File: src/mdr_pkg.sv
`timescale 1ns / 1ps
package mdr_pkg;

    localparam int W = 64;
    localparam int H = W / 2;
    localparam int DIV_STEPS = 2 * W;

    typedef enum logic [1:0] {
        ST_OK      = 2'd0,
        ST_OVF     = 2'd1,
        ST_DIV0    = 2'd2,
        ST_INVALID = 2'd3
    } status_t;

    // Sideband that travels with every item through the pipeline.
    typedef struct packed {
        logic    func;
        status_t status;
    } side_t;

    // One division stage: numerator and quotient share num.
    typedef struct packed {
        side_t            side;
        logic [2*W-1:0]   num;
        logic [W-1:0]     rem;
        logic [W-1:0]     d;
    } div_t;

endpackage

File: src/mdr_div_step.sv
`timescale 1ns / 1ps
module mdr_div_step
    import mdr_pkg::*;
(
    input  logic clk,
    input  logic rst_n,
    input  logic ce,
    input  logic in_valid,
    input  div_t in_div,
    output logic out_valid,
    output div_t out_div
);

    logic         valid_reg;
    div_t         div_reg;
    div_t         div_next;
    logic [W:0]   trial;
    logic [W:0]   diff;
    logic         take;

    // One restoring step: shift the next numerator bit into the remainder.
    always_comb
    begin
        trial = {in_div.rem, in_div.num[2*W-1]};
        diff  = trial - {1'b0, in_div.d};
        take  = trial >= {1'b0, in_div.d};
        div_next      = in_div;
        div_next.rem  = take ? diff[W-1:0] : trial[W-1:0];
        div_next.num  = {in_div.num[2*W-2:0], take};
    end

    always_ff @(posedge clk or negedge rst_n)
    begin
        if (!rst_n)
        begin
            valid_reg <= 1'b0;
        end
        else if (ce)
        begin
            valid_reg <= in_valid;
        end
    end

    always_ff @(posedge clk)
    begin
        if (ce)
        begin
            div_reg <= div_next;
        end
    end

    assign out_valid = valid_reg;
    assign out_div   = div_reg;

endmodule

File: config.mk
export PLATFORM = sky130hd
export DESIGN_NAME = mdr_div_step
export DESIGN_NICKNAME = d
export VERILOG_FILES = /design/src/mdr_pkg.sv /design/src/mdr_div_step.sv
export SDC_FILE = /design/constraint.sdc
export NUM_CORES = 1
export LEC_CHECK = 0
export BUFFER_PORTS_ARGS = -buffer_cell sky130_fd_sc_hd__clkbuf_2
export CAP_MARGIN = 15
export CORE_AREA = 8 8 195 197
export DETAILED_ROUTE_END_ITERATION = 8
export DIE_AREA = 0 0 203 205
export GPL_ROUTABILITY_DRIVEN = 0
export GPL_TIMING_DRIVEN = 0
export REMOVE_ABC_BUFFERS = 1
export SLEW_MARGIN = 10
export SYNTH_ARGS = -nofsm -noshare
export SYNTH_HDL_FRONTEND = slang
export SYNTH_SLANG_ARGS = --single-unit
File: constraint.sdc
create_clock -name clk -period 1.3 [get_ports clk]
set_input_delay 0.195 -clock clk [delete_from_list [all_inputs] [get_ports clk]]
set_output_delay 0.195 -clock clk [all_outputs]
set_load 0.005 [all_outputs]
# [Word level (Yosys, flattened, before mapping)]
# Cells that the tools add are included.
[totals] register_bits=260 latchBits=0 ram_bits=0 mem_bits_ro=0 out_inout_bits=260 wordCells=9 n_memories=0
[classes] addsub=1 n_mul=0 div_mod_pow=0 order_cmp=1 n_eq_ne=0 shift=0 muxes=1 bitwise=0 reduce_logical=0
[ops] cell=">= comparator 65 x 64 -> 1 bit" n=1
[ops] cell="2-to-1 mux 64 bit" n=1
[ops] cell="subtractor 64 bit" n=1

# [Depth between registers and ports, before layout]
# Gate-level depths: netlist of run 1.
[depth] ltp_word=2 depth_mapped=15 mapped_depth_nobuf=13

# [Worst setup path before layout of run 1]
# OpenSTA, ideal clock, no wires.
[synth_timing] path_kind="input -> register" from="input in_div[2] (netlist bit)" to="register div_reg, in the netlist out_div[100], data pin" setup_ns=0.260 t_arrival_ns=2.748 path_slack_ns=-1.708 path_stages=14 n_path_buf=2 path_cell_list="inv_1 > ha_1 > nor2_1 > a211oi_2 > nor2_1 > o21bai_2 > a31oi_2 > o41ai_4 > a31oi_4 > o21ai_4 > a31oi_1 > buf_6 > buf_6 > mux2_4"
[synth_lines] element="start: declaration" line="mdr_div_step.sv:9" rtl="input div_t in_div,"
[synth_lines] element="end signal: assignment" line="mdr_div_step.sv:48" rtl="div_reg <= div_next;"
[synth_lines] element="end: declaration" line="mdr_div_step.sv:15" rtl="div_t div_reg;"

==> out/results.ini, run 1 <==
[synth]
synth-warning-count=0
most_used_dff_post_synth=edfxtp_1
postSynthRegisterBits=260
syn_inst=997
synth-seq-area-share_pct=60.2
synth.most_common_cell=edfxtp_1
post_synth_main_area_contributors=edfxtp_1 (60%), ha_1 (6.2%), mux2_4 (5.3%)
async_reset_ff_share_pct=0.385
synth_edf_count=259
post_synth_most_frequent_cells=edfxtp_1 (259), a21oi_1 (88), inv_1 (80), nand2_1 (66), ha_1 (64)
syn-cell-area_mm2=0.0130
synth.top_cell.area_share_pct=60.0
synth.distinct_cells=56
avgSynthCellArea_um2=13.0
yosysTopAreaCell=edfxtp_1

[clocking]
clkSinkCount=260
root_buffer=clkbuf_16
clock_insertion_delay_worst_skew_ns=0.55
clk_transition_reported_paths_ns=0.06
cts_tree=yes
cts-root-to-sink-buffers=3
numCtsBuffers=30
h-tree-depth=1

[sta]
final-hold-violation-count=0
final.min_clock_period_ns=2.65
slew-limit-headroom_pct=60.5
maxSlewViolCount=0
tightest_slew_ns=0.593
grt_setup_unrepaired=true
worst_slack_ns=-1.35
clock-skew-final_ns=0
finalSetupViolCount=70
fmaxAchievable_mhz=377
final_worst_path_cycle_share_pct=204
worst_hold_slack_ns=0.0356

[global_route]
globalRoute.totalOverflow=0
antenna_found_initial=15
first_global_vias=11800
grt_util_all_layers_pct=23.0
grt_pass1_wl_mm=73.2
grt_max_degree=112

[die]
initial_core_util_pct=37.1
die_height_um=205
number_of_i_o_pins=523
core_area_mm2=0.0350
rows=69
die-width_um=203
fp.dieArea_mm2=0.0416

[placement]
dpl-instance-area_mm2=0.0162
io_buffer_count=522
dpl.hpwl_mm=36.8
place.detailed.instances=1955
post-place-ws_ns=-2.82

[critical_path]
cp_data_arrival_time_ns=2.96
crit_path_max_fanout=3
worstSetupStartpoint=in_div[66]
criticalPathCategory=in -> reg
rr_startpoint=out_valid$_DFFE_PN0P_
worst_setup_path_endpoint=out_div[116]$_DFFE_PP_
regToRegEndpoint=out_valid$_DFFE_PN0P_
critical_path.startpoint_type=input port
cp_data_required_time_ns=1.61
reg2reg_depth=1
end_kind=flop
r2r_slack_ns=0.55

[status]
outcome=finished, violations left
violations=setup timing

[power_and_ir_drop]
power.static_leakage_nw=9.24
total_power_mw=25.7
power-per-cell-area_mw_per_mm2=1210
irDropWorstVdd_mv=0.929

[run]
max-cap-violations=0

[detailed_routing]
drt_pass1_iterations=5
route.detailed.vias_per_inst=5.01
initialDrtViolationCount=689
avgRoutedWirePerCell_um=22.0
num_vias=11700
totalWireLength_mm=51.2
detail-route-antenna-nets=0
drc=0

[cells_and_area]
net_count_of_the_finished_layout=2160
syn_to_final_growth_pct=63.5
postLayoutCellArea_mm2=0.0212
finish.cell_count_without_fillers=2328
layout-drive-gt1-share_pct=43.6

[worst_hold_path]
timing.hold.worst.class=in -> reg

worst min path at each step:
| stage | startpoint | to | cells past startpoint | slack, ns |
|---|---|---|---|---|
| 2_1_floorplan | rst_n | out_valid$_DFFE_PN0P_ | 0 | -0.10 |
| 3_3_place_gp | rst_n | out_valid$_DFFE_PN0P_ | 1 | -0.03 |
| 3_5_place_dp | rst_n | out_valid$_DFFE_PN0P_ | 1 | -0.03 |
| 4_1_cts | in_div[66] | out_div[67]$_DFFE_PP_ | 2 | 0.009 |
| 5_1_grt | in_div[66] | out_div[67]$_DFFE_PP_ | 2 | 0.02 |
| 6_report | in_div[64] | out_div[65]$_DFFE_PP_ | 3 | 0.04 |
area by class of cell:
type	instances	area, µm²
Timing Repair Buffer	834	5920
Clock inverter	15	191
Inverter	80	305
Multi-Input combinational cell	626	5530
Clock buffer	41	853
Sequential cell	260	7800
Antenna cell	11	27.5
Tap cell	461	577
Fill cell	2784	13800
flip-flops by register name (all words and copies together), names as in the netlist:
name / flops
out_div: 259
out_valid: 1
per-layer routing:
layer  GRT usage [%]  up-vias  routed length, µm
met1            25.7     5615              19100
met3            6.51       98               4000
met2            40.4      515              26000
met5               0        -                 69
li1                -     5423                  -
met4            10.0       10               1940
placed cells by master, fill, tap and decap left out, types with 9 or more instances in the layout:
master         instances
mux2_2                16
buf_6                  9
a21o_1                30
nand2_1               58
buf_2                 13
a21oi_1               70
nand3_1               11
a21oi_4               11
nor2_1                43
nor3_1                14
ha_2                  12
o21ai_0               29
ha_4                  29
o211ai_1               9
clkbuf_16             33
o21bai_1              16
mux2_4                46
clkbuf_2             497
nand4_1               22
inv_1                 66
xor2_1                26
ha_1                  23
inv_2                 12
xnor2_1               32
dlygate4sd3_1        259
buf_4                 40
diode_2               11
edfxtp_1             259
where the power goes:
part / total (mW) / internal (mW) / switching, mW
sequential: 10.5 / 10.2 / 0.229
clock: 8.83 / 5.39 / 3.44
combinational: 6.42 / 3.30 / 3.12
total: 25.7 / 18.9 / 6.79
worst max-delay path, stage by stage:
cell,delay (ns)
clkbuf_2,0.12
ha_4,0.26
buf_4,0.14
o211ai_1,0.31
a211oi_4,0.07
o21ai_2,0.16
o211ai_1,0.24
a21oi_4,0.32
o211ai_1,0.11
buf_4,0.17
a221oi_1,0.29
o21bai_1,0.13
xor2_1,0.15
mux2_4,0.27
metrics by stage:
stage,utilization (%),TNS (ns)
finish,60.6,-78.24
detailed placement,46.3,-223.98
global route,60.6,-83.96
global placement,45.7,-1636.20
floorplan,-,-388.15
CTS,59.2,-77.75
timing repair:
action,CTS,global route
resized for setup,110,108
endpoints found under the setup margin,102,126
hold endpoints to repair,258,0
cloned,3,2
buffers inserted,30,13
pin swaps,36,21
hold buffers,259,0
kinds of logic (layout without fill, tap and decap cells):
| family | after synthesis | count (layout) | share of synthesized area (%) |
|---|---|---|---|
| adders and majority gates | 65 | 65 | 6.33 |
| other | 0 | 11 | 0 |
| xor gates and xnor gates | 58 | 58 | 3.92 |
| buffers and inverters | 111 | 970 | 3.57 |
| muxes | 65 | 65 | 6.95 |
| AOI/OAI and AO/OA | 240 | 240 | 12.0 |
| and+or+nand+nor | 198 | 198 | 7.10 |
| DFF | 260 | 260 | 60.2 |
Power figures use the tool's default switching activity.
==> inputs of run 2 (changes only) <==
--- a/config.mk
+++ b/config.mk
@@ -7,11 +7,14 @@
 export LEC_CHECK = 0
 export BUFFER_PORTS_ARGS = -buffer_cell sky130_fd_sc_hd__clkbuf_2
 export CAP_MARGIN = 15
-export CORE_AREA = 8 8 195 197
+export CELL_PAD_IN_SITES_DETAIL_PLACEMENT = 0
+export CELL_PAD_IN_SITES_GLOBAL_PLACEMENT = 2
+export CORE_MARGIN = 8
+export CORE_UTILIZATION = 33
 export DETAILED_ROUTE_END_ITERATION = 8
-export DIE_AREA = 0 0 203 205
 export GPL_ROUTABILITY_DRIVEN = 0
 export GPL_TIMING_DRIVEN = 0
+export PLACE_DENSITY_LB_ADDON = 0.1
 export REMOVE_ABC_BUFFERS = 1
 export SLEW_MARGIN = 10
 export SYNTH_ARGS = -nofsm -noshare
==> out/results.ini, run 2 (synthesis gave the netlist of run 1 again) <==
[sta]
grt_setup_unrepaired=true
tightest_slew_ns=0.644  ; +0.0515 ns
clock-skew-final_ns=0  ; unchanged
slew-limit-headroom_pct=56.6  ; -3.9 points
final-hold-violation-count=0  ; unchanged
finalSetupViolCount=69  ; -1.4%
final.min_clock_period_ns=2.71  ; +0.0580 ns
worst_slack_ns=-1.41  ; -0.0580 ns
final_worst_path_cycle_share_pct=208  ; +4.5 points
maxSlewViolCount=0  ; unchanged
fmaxAchievable_mhz=369  ; -2.1%
final_total_negative_setup_slack_ns=-83.02  ; -4.79 ns

[critical_path]
cp_top_family=buffers and inverters
crit_path_frequent_cell=buf_4
end_kind=flop
cpPeakStageDelay_ns=0.27  ; -0.05 ns
cp_data_required_time_ns=1.63  ; +0.02 ns
cp_data_arrival_time_ns=3.03  ; +0.07 ns
crit_buf_inv=17  ; +14
critical_path.startpoint_type=input port
timing.critical_path.cells=clkbuf_16 > inv_4 > ha_4 > nand2b_4 > buf_4 > buf_4 > buf_4 > buf_4 > buf_4 > buf_4 > buf_4 > buf_4 > buf_4 > buf_4 > buf_4 > buf_4 > buf_4 > buf_4 > buf_4 > nand2b_4 > a21oi_2 > xnor2_1 > mux2_4
crit_path_top_delay_cell=ha_4
crit_path_max_fanout=2  ; -1
criticalPathCategory=in -> reg

[clocking]
cts-root-to-sink-buffers=3  ; unchanged
cts_tree=yes
clock_insertion_delay_worst_skew_ns=0.57  ; +0.02 ns
h-tree-depth=1  ; unchanged
clk_transition_reported_paths_ns=0.07  ; about the same
root_buffer=clkbuf_16
clkSinkCount=260  ; unchanged
numCtsBuffers=30  ; unchanged

[global_route]
grt_pass1_wl_mm=77.4  ; +5.7%
antenna_found_initial=11  ; -4
grt_util_all_layers_pct=21.8  ; -1.2 points
globalRoute.totalOverflow=0  ; unchanged
grt_max_degree=85  ; -24%
first_global_vias=11800  ; +0.017%

[detailed_routing]
detail-route-antenna-nets=0  ; unchanged
drc=0  ; unchanged
route.detailed.vias_per_inst=4.77  ; -4.9%
avgRoutedWirePerCell_um=21.9  ; -0.49%
totalWireLength_mm=52.3  ; +2.2%
initialDrtViolationCount=626  ; -9.1%
num_vias=11400  ; -2.3%
drt_pass1_iterations=5  ; unchanged

[placement]
dpl-instance-area_mm2=0.0163  ; +0.61%
io_buffer_count=522  ; unchanged
post-place-ws_ns=-3.07  ; -0.256 ns
dpl.hpwl_mm=39.7  ; +7.7%

[status]
outcome=finished, violations left
violations=setup timing

[die]
core_area_mm2=0.0387  ; +11%
number_of_i_o_pins=523  ; unchanged
die-width_um=214  ; +5.5%
die_height_um=214  ; +4.5%
rows=72  ; +4.3%
initial_core_util_pct=33.5  ; -3.6 points
fp.dieArea_mm2=0.0459  ; +10%

[run]
max-cap-violations=0  ; unchanged

[power_and_ir_drop]
power.static_leakage_nw=9.27  ; +0.35%
total_power_mw=25.4  ; -1.1%
power-per-cell-area_mw_per_mm2=1200  ; -1.1%
irDropWorstVdd_mv=1.01  ; +8.6%

[cells_and_area]
largest_register_ff_count=259  ; unchanged
layout.cells.most_common=clkbuf_2
layout-drive-gt1-share_pct=43.1  ; -0.44 points
net_count_of_the_finished_layout=2174  ; +0.65%
syn_to_final_growth_pct=63.5  ; about the same
finalCoreUtilization_pct=54.7  ; -5.9 points
postLayoutCellArea_mm2=0.0212  ; about the same
top_library_cells_by_usage_in_the_layout_fill_and_taps_aside=clkbuf_2 (485), dlygate4sd3_1 (260), edfxtp_1 (259)

[worst_hold_path]
timing.hold.worst.class=in -> reg

==> run 2: what timing repair did <==
action	in CTS	in global routing
hold buffers	259	1
buffers inserted	47	11
endpoints found under the hold margin	259	1
endpoints found under the setup margin	132	194
cloned	1	0
pin swaps	30	25
resized for setup	114	100
==> run 2: cell type report <==
type / instances / area [µm²]
Antenna cell: 6 / 15.0
Clock buffer: 38 / 802
Clock inverter: 16 / 188
Fill cell: 3422 / 17500
Inverter: 80 / 308
Multi-Input combinational cell: 626 / 5440
Sequential cell: 260 / 7800
Tap cell: 518 / 648
Timing Repair Buffer: 848 / 6000
==> run 2: tightest hold or removal path, cell delays in order <==
cell	delay, ns
clkbuf_2	0.12
inv_1	0.08
mux2i_1	0.12
==> run 2: power by group <==
group	switching [mW]	internal, mW
combinational	3.12	3.30
sequential	0.214	10.2
clock	3.45	5.13
total	6.78	18.7
==> run 2: through the flow <==
stage	std cells	hold WS [ns]
floorplan	966	-0.101
detailed placement	2013	-0.0283
CTS	2374	-0.211
finish	2392	0.0602
global placement	2006	-0.0296
global route	2391	0.0741
==> run 2: per-layer routing <==
metal,share of wire (%),up-vias,track usage [%]
li1,-,5442,-
met1,40,5486,25.0
met2,50,371,38.3
met3,6.8,89,6.18
met4,3.3,10,8.09
met5,0.12,-,0
==> run 2: final timing paths <==
check	startpoint	to	slack (ns)	cells after the start
setup / recovery	in_div[1]	out_div[67]$_DFFE_PP_	-1.41	23
setup reg to reg	out_valid$_DFFE_PN0P_	out_valid$_DFFE_PN0P_	0.55	1
min in group asynchronous	rst_n	out_valid$_DFFE_PN0P_	0.49	3
hold reg to reg	out_valid$_DFFE_PN0P_	out_valid$_DFFE_PN0P_	0.52	1
hold / removal	in_div[64]	out_div[65]$_DFFE_PP_	0.06	3
max in group asynchronous	rst_n	out_valid$_DFFE_PN0P_	0.71	3
